`config.mk`:
```
export PLATFORM = sky130hd
export DESIGN_NAME = dual_pia_keyboard_sound_port_top
export DESIGN_NICKNAME = d
export VERILOG_FILES = /design/src/rtl/dpks_pkg.sv /design/src/rtl/dual_pia_keyboard_sound_port_top.sv
export SDC_FILE = /design/constraint.sdc
export NUM_CORES = 1
export LEC_CHECK = 0
export ABC_AREA = 1
export BUFFER_PORTS_ARGS = -buffer_cell sky130_fd_sc_hd__clkbuf_2
export CORE_AREA = 8 8 137 139
export DETAILED_ROUTE_END_ITERATION = 8
export DIE_AREA = 0 0 145 147
export GPL_ROUTABILITY_DRIVEN = 0
export SLEW_MARGIN = 20
export SYNTH_ARGS = -nofsm -noshare
export SYNTH_HDL_FRONTEND = slang
export SYNTH_SLANG_ARGS = --single-unit
```
`constraint.sdc`:
```
create_clock -name clk -period 5 [get_ports clk]
set_input_delay 0.5 -clock clk [delete_from_list [all_inputs] [get_ports clk]]
set_output_delay 0.5 -clock clk [all_outputs]
set_load 0.005 [all_outputs]
```
`src/rtl/dpks_pkg.sv`:
```
// Package for the dual parallel port block: access function codes and port constants.
// Depends on nothing; used by dual_pia_keyboard_sound_port_top.
package dpks_pkg;

	typedef enum logic [1:0] {
		FUNC_READ  = 2'd0,
		FUNC_WRITE = 2'd1,
		FUNC_LOAD  = 2'd2,
		FUNC_NONE  = 2'd3
	} func_t;

	typedef enum logic [1:0] {
		REG_A_DATA = 2'd0,
		REG_A_CTRL = 2'd1,
		REG_B_DATA = 2'd2,
		REG_B_CTRL = 2'd3
	} reg_sel_t;

	localparam logic [7:0]  FLAG_KEEP    = 8'h3f;
	localparam logic [7:0]  ALL_OUT      = 8'hff;
	localparam int unsigned SEL_DATA_BIT = 2;
	localparam logic [15:0] QUIET_CYCLES = 16'd36;
	localparam logic [7:0]  MUX_ROW0     = 8'hfe;
	localparam logic [7:0]  MUX_ROW1     = 8'hfd;
	localparam logic [7:0]  MUX_ROW2     = 8'hfb;
	localparam logic [7:0]  MUX_ROW3     = 8'hf7;
	localparam int unsigned NUM_ROWS     = 4;

	function automatic logic [7:0] raise_flags(input logic [7:0] ctl);
		return (ctl & FLAG_KEEP) | {ctl[1:0], 6'b0};
	endfunction

endpackage

```
`src/rtl/dual_pia_keyboard_sound_port_top.sv`:
```
// Two 6821-style parallel ports with a keyboard matrix and a sound byte output; uses dpks_pkg.
// Result path: a word is taken into the input register (valid_s1 and the s1 fields), then
// done, read_data and sound_byte are registered from it.
// Throughput: one word every cycle; busy is always low, as the port state is updated from
// the input register and the next word sees the updated state.
// Reset: arst_n clears all port registers and the sound cycle stamp, and sets every
// keyboard row to all ones (no key pressed).
module dual_pia_keyboard_sound_port_top (
	input  logic        clk,
	input  logic        arst_n,
	input  logic        start,
	output logic        busy,
	input  logic [1:0]  func,
	input  logic [1:0]  reg_select,
	input  logic [7:0]  wdata,
	input  logic [15:0] cycle_count,
	output logic        done,
	output logic [7:0]  read_data,
	output logic        sound_valid,
	output logic [7:0]  sound_byte
);

	logic        valid_s1;
	logic [1:0]  func_s1;
	logic [1:0]  sel_s1;
	logic [7:0]  wdata_s1;
	logic [15:0] cycle_s1;

	logic [7:0]  a_data_q, a_dir_q, a_ctl_q, b_data_q, b_dir_q, b_ctl_q;
	logic [15:0] last_sound_q;
	logic [7:0]  key_rows_q [dpks_pkg::NUM_ROWS];

	logic [7:0]  a_data_d, a_dir_d, a_ctl_d, b_data_d, b_dir_d, b_ctl_d;
	logic [15:0] last_sound_d;
	logic [7:0]  rd_d, snd_d;
	logic        snd_ok_d;
	logic [16:0] quiet_diff;
	logic        quiet_ok;

	logic        done_q, sound_valid_q;
	logic [7:0]  read_data_q, sound_byte_q;

	assign busy = 1'b0;

	always_ff @(posedge clk or negedge arst_n) begin
		if (!arst_n) begin
			valid_s1 <= 1'b0;
		end else begin
			valid_s1 <= start;
		end
	end

	always_ff @(posedge clk) begin
		if (start) begin
			func_s1  <= func;
			sel_s1   <= reg_select;
			wdata_s1 <= wdata;
			cycle_s1 <= cycle_count;
		end
	end

	assign quiet_diff = {1'b0, cycle_s1} - {1'b0, last_sound_q};
	assign quiet_ok   = !quiet_diff[16] && (quiet_diff[15:0] >= dpks_pkg::QUIET_CYCLES);

	always_comb begin
		a_data_d     = a_data_q;
		a_dir_d      = a_dir_q;
		a_ctl_d      = a_ctl_q;
		b_data_d     = b_data_q;
		b_dir_d      = b_dir_q;
		b_ctl_d      = b_ctl_q;
		last_sound_d = last_sound_q;
		rd_d         = 8'h00;
		snd_d        = 8'h00;
		snd_ok_d     = 1'b0;
		unique case (dpks_pkg::func_t'(func_s1))
			dpks_pkg::FUNC_WRITE: begin
				unique case (dpks_pkg::reg_sel_t'(sel_s1))
					dpks_pkg::REG_A_DATA: begin
						if (a_ctl_q[dpks_pkg::SEL_DATA_BIT]) begin
							a_data_d = wdata_s1;
							if (a_dir_q == dpks_pkg::ALL_OUT) begin
								a_ctl_d = dpks_pkg::raise_flags(a_ctl_q);
							end
						end else begin
							a_dir_d = wdata_s1;
						end
					end
					dpks_pkg::REG_A_CTRL: begin
						a_ctl_d = wdata_s1 & dpks_pkg::FLAG_KEEP;
					end
					dpks_pkg::REG_B_DATA: begin
						if (b_ctl_q[dpks_pkg::SEL_DATA_BIT]) begin
							b_data_d = wdata_s1;
							if (b_dir_q == dpks_pkg::ALL_OUT) begin
								snd_ok_d     = 1'b1;
								snd_d        = wdata_s1;
								last_sound_d = cycle_s1;
								b_ctl_d      = dpks_pkg::raise_flags(b_ctl_q);
							end
						end else begin
							b_dir_d = wdata_s1;
						end
					end
					dpks_pkg::REG_B_CTRL: begin
						b_ctl_d = wdata_s1 & dpks_pkg::FLAG_KEEP;
					end
				endcase
			end
			dpks_pkg::FUNC_READ: begin
				unique case (dpks_pkg::reg_sel_t'(sel_s1))
					dpks_pkg::REG_A_DATA: begin
						if (a_ctl_q[dpks_pkg::SEL_DATA_BIT]) begin
							rd_d = ((a_dir_q & ~a_data_q) == 8'h00) ? 8'hff : a_data_q;
						end else begin
							rd_d = a_dir_q;
						end
					end
					dpks_pkg::REG_A_CTRL: begin
						a_ctl_d = a_ctl_q & dpks_pkg::FLAG_KEEP;
						rd_d    = a_ctl_d;
					end
					dpks_pkg::REG_B_DATA: begin
						if (b_ctl_q[dpks_pkg::SEL_DATA_BIT]) begin
							unique case (a_data_q)
								dpks_pkg::MUX_ROW0: begin
									b_data_d = key_rows_q[0];
									rd_d     = key_rows_q[0];
								end
								dpks_pkg::MUX_ROW1: begin
									b_data_d = key_rows_q[1];
									rd_d     = key_rows_q[1];
								end
								dpks_pkg::MUX_ROW2: begin
									b_data_d = key_rows_q[2];
									rd_d     = key_rows_q[2];
								end
								dpks_pkg::MUX_ROW3: begin
									b_data_d = key_rows_q[3];
									rd_d     = key_rows_q[3];
								end
								default: begin
									if (b_dir_q == dpks_pkg::ALL_OUT) begin
										b_ctl_d = b_ctl_q & dpks_pkg::FLAG_KEEP;
										rd_d    = b_data_q;
									end else begin
										rd_d = ((b_data_q & ~b_dir_q) == 8'h00) ?
											8'hff : b_data_q;
									end
								end
							endcase
						end else begin
							rd_d = b_dir_q;
						end
					end
					dpks_pkg::REG_B_CTRL: begin
						if (quiet_ok) begin
							b_ctl_d = b_ctl_q & dpks_pkg::FLAG_KEEP;
						end
						rd_d = b_ctl_d;
					end
				endcase
			end
			dpks_pkg::FUNC_LOAD: begin
			end
			dpks_pkg::FUNC_NONE: begin
			end
		endcase
	end

	always_ff @(posedge clk or negedge arst_n) begin
		if (!arst_n) begin
			a_data_q     <= 8'h00;
			a_dir_q      <= 8'h00;
			a_ctl_q      <= 8'h00;
			b_data_q     <= 8'h00;
			b_dir_q      <= 8'h00;
			b_ctl_q      <= 8'h00;
			last_sound_q <= 16'h0000;
			for (int i = 0; i < dpks_pkg::NUM_ROWS; i++) begin
				key_rows_q[i] <= 8'hff;
			end
			done_q        <= 1'b0;
			sound_valid_q <= 1'b0;
		end else begin
			done_q        <= valid_s1;
			sound_valid_q <= valid_s1 && snd_ok_d;
			if (valid_s1) begin
				a_data_q     <= a_data_d;
				a_dir_q      <= a_dir_d;
				a_ctl_q      <= a_ctl_d;
				b_data_q     <= b_data_d;
				b_dir_q      <= b_dir_d;
				b_ctl_q      <= b_ctl_d;
				last_sound_q <= last_sound_d;
				if (func_s1 == dpks_pkg::FUNC_LOAD) begin
					key_rows_q[sel_s1] <= wdata_s1;
				end
			end
		end
	end

	always_ff @(posedge clk) begin
		if (valid_s1) begin
			read_data_q  <= rd_d;
			sound_byte_q <= snd_d;
		end
	end

	assign done        = done_q;
	assign read_data   = read_data_q;
	assign sound_valid = sound_valid_q;
	assign sound_byte  = sound_byte_q;

	assert property (@(posedge clk) disable iff (!arst_n) done |-> $past(start, 2))
		else $error("Result word strobed without a matching accepted word.");
	assert property (@(posedge clk) disable iff (!arst_n) sound_valid |-> done)
		else $error("Sound byte flagged outside a result word.");
	assert property (@(posedge clk) disable iff (!arst_n)
		done && sound_valid |-> read_data == 8'h00)
		else $error("A sound write returned nonzero read data.");
	assert property (@(posedge clk) disable iff (!arst_n)
		done && !sound_valid |-> sound_byte == 8'h00)
		else $error("Sound byte nonzero without a sound write.");
	assert property (@(posedge clk) disable iff (!arst_n)
		sound_valid |-> last_sound_q == $past(cycle_s1))
		else $error("Sound cycle stamp not taken from the sound write.");

endmodule
```
==> impl_results.md, run 1 <==
* Required time of the critical path at 5.27 ns
* Cell taking the most area after synthesis: dfrtp_1
* Clk_lat worst skew at 0.43 ns
* Core area at 0.0168 mm2
* Die height at 147 um
* GRT Resource Usage Total at 17.8%
* Peak VDD IR at 0.262 mV
* Leading post-synthesis cells by cell area: dfrtp_1 22%, edfxtp_1 18%, nand2_1 13%, dfstp_2 11%, o21ai_0 6.5%
* Clock Sink Count at 141
* Register area share after synthesis at 51.6%
* Least-Margin Pin Slew at 0.882 ns
* Root buf cell: clkbuf_16
* P_sw at 1.08 mW
* Critical Path Sink: last_sound_q[14]
* DRT iter0 DRCs at 536
* Post-DP Area at 0.00775 mm2
* I/O pin count at 50
* Most frequent cells in the layout: 245 x nand2_1, 109 x inv_1, 96 x o21ai_0
* Startpoint type of the worst setup path: flip-flop
* Routed vias/inst at 5.01
* Final Max Slew Viols at 0
* N_diodes at 0
* Min-delay worst type: in2async
* Detailed placement HPWL at 13.3 mm
* Logic pwr share at 17.9%
* Antenna violations before repair at 0
* Final total power at 3.66 mW
* Terminus of the critical flop-to-flop path: last_sound_q[14]
* TritonRoute pass-1 iters at 5
* Largest family of logic cells by synthesized area: simple AND/OR/NAND/NOR gates
* Final setup viols at 0
* Global-route wire length before repair at 29.8 mm
* FFs w/ async S/R, synth at 68.8%
* XOR/XNOR Fraction of Synth Area at 0.477%
* CTS Buf Count at 17
* Leakage at 3.88 nW
* Die W at 145 um
* Yosys warning count at 0
* Syn nets at 923
* Syn avg cell area at 8.39 um2
* Critical path origin: valid_s1
* Count of final hold-check violations at 0
* Pin count of the biggest net entering global routing at 68
* Clk_skew at 0.00543 ns
* Setup crit end kind: flip-flop
* Most common cell after layout, fill and taps aside: nand2_1
* Worst-path maximum fanout at 29
* RSZ-0062 raised after global routing: false
* Clock transition at the registers of the reported paths at 0.06 ns
* Port bufs at 48
* CTS Hold Buffers Added at 0
* Starting Density at 43.8%
* Top-area cell type share of the netlist area at 22.2%
* Resize count post-CTS at 0
* Syn-to-layout area delta at 14.4%
* Fin crit period at 2.46 ns
* Outcome: complete, no violations
* FF+latch count, synth at 141
* Post-CTS setup buffers at 0
* Crit path cell chain: inv_1 -> nor2_1 -> inv_2 -> nor2_1 -> nand2_1 -> inv_1 -> o21ai_0
* FP Rows at 48
* Crit share post-route at 49.1%
* FF-to-FF setup slack at 2.54 ns
* Post-synthesis adder-cell area fraction at 3.00%
* Final non-filler cell area at 0.00840 mm2
* Syn Std Cell Area at 0.00734 mm2
* Primary FF master, synth: dfrtp_1
* Multiplexer share of the synthesized area at 0%
* Sw frac at 29.4%
* Clock network fraction of total power at 38.0%
* Flop pwr share at 44.1%
* Max_cap viols at 0
* Crit path DAT at 2.73 ns
* Post-synthesis simple-gate area fraction at 22.9%
* CP max-delay cell: dfrtp_1
* Compound-gate portion of the synthesized area at 13.8%
* Die area at 0.0213 mm2
* H-tree levels at 4
* Cells on worst reg2reg path at 7
* Highest clock rate at 407 MHz
* Internal at 2.59 mW
* Routed wire length at 18.1 mm
* Setup TNS at 0 ns
* CP Class: reg2reg
* Share of layout cells above drive strength 1 at 17.1%
* Max clock buf depth at 2
* CTS tree: built
* Number of global-route vias before repair at 5530
* Number of flops mapped to enable cells by yosys at 44
* Final net count at 970
* Slew Limit Headroom at 40.9%
* Critical path's top delay family: buffers and inverters
* Total gr overflow at 0
* Power per cell area at 436 mW/mm2
* RR Startpoint: valid_s1
* ANT nets after route at 0
* Mapped Cells at 875
* Cell Count, Final, Fillers Out at 1160
* Yosys cell types at 49
* Placed cell count at 1128
* WP depth at 7
* CP bufs+invs at 3
* WL/cell at 15.6 um
* Critical Path Max Stage Delay at 0.79 ns
* Vias at 5806
* Drc violations at 0
[synthesized netlist by cell type (3+ instances only)]
library cell    n
nor2_4          3
inv_1         109
o31ai_1         5
buf_2           8
nand3b_1        3
nand2_2        10
a221oi_1        6
nor2_2          8
a21oi_1        42
nor2_1         55
buf_4           3
clkbuf_1        9
edfxtp_1       44
o21ai_1         4
nand3_2         3
dfstp_2        32
ha_1           16
nand4_1        12
nand3_1        35
o21ai_0        96
inv_2          10
dfrtp_1        65
a31oi_1         7
nand2_1       245
o211ai_1        7
nor3_1          7
[cell type report]
cell class | instances | area [um2]
multi-input cells | 589 | 2960
inverters | 122 | 463
well taps | 225 | 282
clock inverters | 15 | 218
clock buffers | 17 | 425
fillers | 1604 | 8360
repair buffers | 51 | 265
flip-flops and latches | 141 | 3790
[metrics by stage]
step	utilization, %	worst slack [ns]	hold WS, ns
floorplan	-	2.95	0.204
finish	50.1	2.54	0.165
global route	50.1	2.23	0.225
global placement	46.3	2.66	0.465
CTS	50.1	2.48	0.196
detailed placement	46.3	2.54	0.468
[state kept, by name (all words and copies together) (netlist names), 2 cells and up]
signal        flops
sel_s1            2
cycle_s1         16
b_data_q          8
sound_byte        8
b_ctl_q           8
wdata_s1          8
key_rows_q       32
read_data         8
func_s1           2
last_sound_q     16
b_dir_q           8
a_ctl_q           6
a_data_q          8
a_dir_q           8
[logic make-up after synthesis]
kind of cell,Yosys count
xor+xnor,4
buf+inv,145
compound gates,179
simple gates,388
other cells,1
flops,141
fa+ha+maj,17
[worst min path at each step]
stage	startpoint	endpoint	slack [ns]	cells past startpoint
after CTS	arst_n	last_sound_q[9]	0.20	1
final	arst_n	last_sound_q[9]	0.17	1
after global routing	cycle_count[13]	cycle_s1[13]	0.22	1
after detailed placement	b_ctl_q[6]	b_ctl_q[6]	0.47	2
after global placement	b_ctl_q[6]	b_ctl_q[6]	0.46	2
after floorplan	arst_n	a_ctl_q[0]	0.20	0
[per-layer routing]
| layer | vias up | part of all wire [%] | GRT usage (%) |
|---|---|---|---|
| li1 | 2967 | - | - |
| met1 | 2657 | 50 | 25.4 |
| met2 | 158 | 43 | 26.0 |
| met3 | 24 | 5.1 | 3.51 |
| met4 | 0 | 1.7 | 6.73 |
| met5 | - | 0 | 0 |
[power by group through the flow]
stage	sequential (mW)	combinational, mW	clock [mW]
global placement	1.63	0.643	0
CTS	1.61	0.655	1.41
global route	1.64	0.762	1.46
floorplan	1.58	0.494	0
detailed placement	1.63	0.651	0
finish	1.62	0.656	1.39
Note: power is estimated with default switching activity, not from simulation.
==> run 2: changes to the inputs <==
ABC_AREA = 0   (was 1)
CORE_AREA = 8 8 135 137   (was 8 8 137 139)
DIE_AREA = 0 0 143 145   (was 0 0 145 147)
clock period = 2.1 ns   (was 5 ns; I/O delays follow)
==> run 2 against run 1 <==
  * The run now ends with negative setup slack left
  * Core utilization rose by 8.7 points
  * Via count up 0.69%
  * Global-route usage rose by 1.2 points
  * Clock skew increased by 0.0090 ns
  * Highest routed layer unchanged
==> impl_results.md, run 2 <==
* FF+latch count, synth at 141
* Drc violations at 0
* Global-route wire length before repair at 30.7 mm
* Flop pwr share at 42.3%
* CTS tree: built
* RSZ-0062 raised after global routing: true
* Worst-path maximum fanout at 4
* N_diodes at 0
* Multiplexer share of the synthesized area at 11.4%
* Logic pwr share at 25.9%
* Fin crit period at 2.85 ns
* Fillcell total at 1307
* WHS Path Cells at 2
* Startpoint type of the worst setup path: flip-flop
* Number of global-route vias before repair at 5923
* Vias at 5846
* Syn Std Cell Area at 0.00708 mm2
* Primary FF master, synth: dfrtp_1
* Cells on worst reg2reg path at 13
* Highest clock rate at 351 MHz
* Setup crit end kind: flip-flop
* Clock network fraction of total power at 31.8%
* Port bufs at 48
* Most numerous cell in the Yosys netlist: o21ai_0
* Syn avg cell area at 11.0 um2
* Detailed placement HPWL at 13.2 mm
* Root buf cell: clkbuf_16
* FFs w/ async S/R, synth at 68.8%
* Biggest regs: key_rows_q (32), cycle_s1 (16), last_sound_q (16)
* Die height at 145 um
* Min-delay worst type: in2reg
* FF-to-FF setup slack at -0.75 ns
* Sw frac at 29.2%
* Yosys cell types at 68
* Syn nets at 693
* Count of final hold-check violations at 0
* GRT Resource Usage Total at 18.9%
* Final non-filler cell area at 0.00952 mm2
* Crit share post-route at 136%
* Die W at 143 um
* CP Class: reg2reg
* Number of flops mapped to enable cells by yosys at 44
* Routed wire length at 19.1 mm
* Compound-gate portion of the synthesized area at 14.9%
* Share of layout cells above drive strength 1 at 41.0%
* Multi-input gate area at 0.00322 mm2
* Post-synthesis simple-gate area fraction at 12.6%
* Crit path DAT at 3.03 ns
* Hold endpoint: valid_s1
* Yosys warning count at 0
* FP Rows at 47
* Routed vias/inst at 5.49
* Post-DP Area at 0.00829 mm2
* Setup WS post-layout at -0.753 ns
* Setup TNS at -3.45 ns
* Register area share after synthesis at 53.5%
* Largest family of logic cells by synthesized area: compound AO/OA/AOI/OAI gates
* Clk_skew at 0.0145 ns
* Starting Density at 43.8%
* Most frequent cells in the layout: 110 x buf_4, 65 x dfrtp_1, 64 x mux2_2
* Cell taking the most area after synthesis: dfrtp_1
* CTS Buf Count at 17
* ANT nets after route at 0
* TritonRoute pass-1 iters at 8
* Least-Margin Pin Slew at 0.779 ns
* Required time of the critical path at 2.28 ns
* Slew Limit Headroom at 48.0%
* Power per cell area at 996 mW/mm2
* Die area at 0.0207 mm2
* P_sw at 2.76 mW
* Final setup viols at 10
* DRT iter0 DRCs at 656
* Top-area cell type share of the netlist area at 23.0%
* Max clock buf depth at 2
* Antenna violations before repair at 0
* Max_cap viols at 0
* Failing checks: negative setup slack
* Post-synthesis adder-cell area fraction at 3.11%
* Outcome: finished, violations left
* Clock Sink Count at 141
* Terminus of the critical flop-to-flop path: read_data[7]
* Metal-1 WL at 8.85 mm
* Top Metal Used: met4
* Clock transition at the registers of the reported paths at 0.06 ns
* Peak VDD IR at 0.690 mV
* Pin count of the biggest net entering global routing at 47
* Register bank with the most flops: key_rows_q
* Flip-flop and latch area at 0.00379 mm2
* Length of routed met3 wiring at 1.20 mm
* Commonest cells post-synth: 66 x o21ai_0, 65 x dfrtp_1, 64 x mux2_2
* Syn-to-layout area delta at 34.5%
* Metal2 WL at 8.52 mm
* XOR/XNOR Fraction of Synth Area at 0.371%
* H-tree levels at 4
* I/O pin count at 50
* Total gr overflow at 0
* RR Startpoint: cycle_s1[0]
* Core area at 0.0162 mm2
* Clk_lat worst skew at 0.44 ns
* Internal at 6.71 mW
* HP Start: start
* Most common cell after layout, fill and taps aside: buf_4
* Final core utilization at 58.8%
* WL/cell at 17.9 um
* Max reg flops at 32
* Mapped Cells at 645
* Final net count at 879
* Leakage at 4.03 nW
* Leading post-synthesis cells by cell area: dfrtp_1 23%, edfxtp_1 19%, dfstp_2 12%, mux2_2 10%, o21ai_0 4.7%
* Final Max Slew Viols at 0
==> run 2: changes by cell type in the layout (fill, tap and decap cells not counted), sizes merged, moves of 13 or more <==
cell	before	now
mux2	0	65
buf	4	121
dlygate4sd3	0	29
nand3	38	14
o21ai	101	68
nor2	66	30
inv	123	46
and2	2	15
nand2	255	58
==> run 2: critical path: stages (launching register included) <==
cell and delay (ns):
edfxtp_1 0.34, inv_1 0.05, ha_2 0.18, fa_2 0.34, nand2b_4 0.16, a211o_4 0.35
a211oi_4 0.25, buf_4 0.15, buf_4 0.09, o311ai_1 0.11, a31oi_1 0.21, nor3_2 0.10
a21oi_1 0.16, a21oi_1 0.09
==> run 2: routing by layer <==
metal	global-route usage, %	vias to the layer above
li1	-	2724
met1	25.8	2852
met2	27.4	230
met3	4.89	40
met4	8.72	0
met5	0	-
==> run 2: layout make-up <==
class | instances | area share [%]
inverters | 42 | 1.66
flip-flops and latches | 141 | 39.8
clock buffers | 25 | 5.78
well taps | 220 | 2.89
clock inverters | 7 | 0.460
multi-input cells | 432 | 33.8
repair buffers | 197 | 15.6
==> run 2: what timing repair did <==
| action | CTS | global route |
|---|---|---|
| endpoints found under the setup margin | 10 | 32 |
| hold buffers | 29 | 0 |
| gates cloned | 0 | 0 |
| resized for setup | 37 | 18 |
| buffers inserted | 12 | 6 |
| pin swaps | 21 | 12 |
| hold endpoints to repair | 43 | 0 |
==> run 2: logic make-up (layout without fill, tap and decap cells) <==
family	count (synthesis)	in the layout
AO/OA/AOI/OAI	168	168
XOR/XNOR	3	3
adder cells (fa/ha/maj)	17	17
buffers and inverters	72	271
flip-flops	141	141
multiplexers	72	72
other	1	1
AND/OR/NAND/NOR	171	171
==> run 2: worst max path at each step <==
stage / startpoint / endpoint / slack (ns) / depth (start not counted)
3_3_place_gp: cycle_s1[0] / read_data[6] / -0.61 / 11
5_1_grt: cycle_s1[0] / read_data[6] / -0.88 / 11
3_5_place_dp: cycle_s1[0] / read_data[6] / -0.66 / 11
4_1_cts: cycle_s1[0] / read_data[6] / -0.69 / 11
2_1_floorplan: cycle_s1[0] / read_data[6] / -0.44 / 11
6_report: cycle_s1[0] / read_data[7] / -0.75 / 13
==> run 2: per-stage QoR <==
| step | std cells | hold slack, ns | power, mW | setup slack [ns] |
|---|---|---|---|---|
| 4_1_cts | 1060 | 0.234 | 9.36 | -0.689 |
| 3_5_place_dp | 987 | 0.250 | 6.00 | -0.661 |
| 2_1_floorplan | 645 | -0.0856 | 5.03 | -0.445 |
| 3_3_place_gp | 987 | 0.242 | 5.93 | -0.607 |
| 6_report | 1064 | 0.215 | 9.48 | -0.753 |
| 5_1_grt | 1064 | 0.256 | 9.89 | -0.876 |
==> run 2: power by group through the flow <==
| stage | sequential, mW | combinational (mW) | clock, mW |
|---|---|---|---|
| after floorplan | 3.84 | 1.19 | 0 |
| after global placement | 3.99 | 1.94 | 0 |
| after detailed placement | 4.02 | 1.98 | 0 |
| after CTS | 3.99 | 2.32 | 3.04 |
| after global routing | 4.08 | 2.65 | 3.16 |
| final | 4.01 | 2.45 | 3.01 |
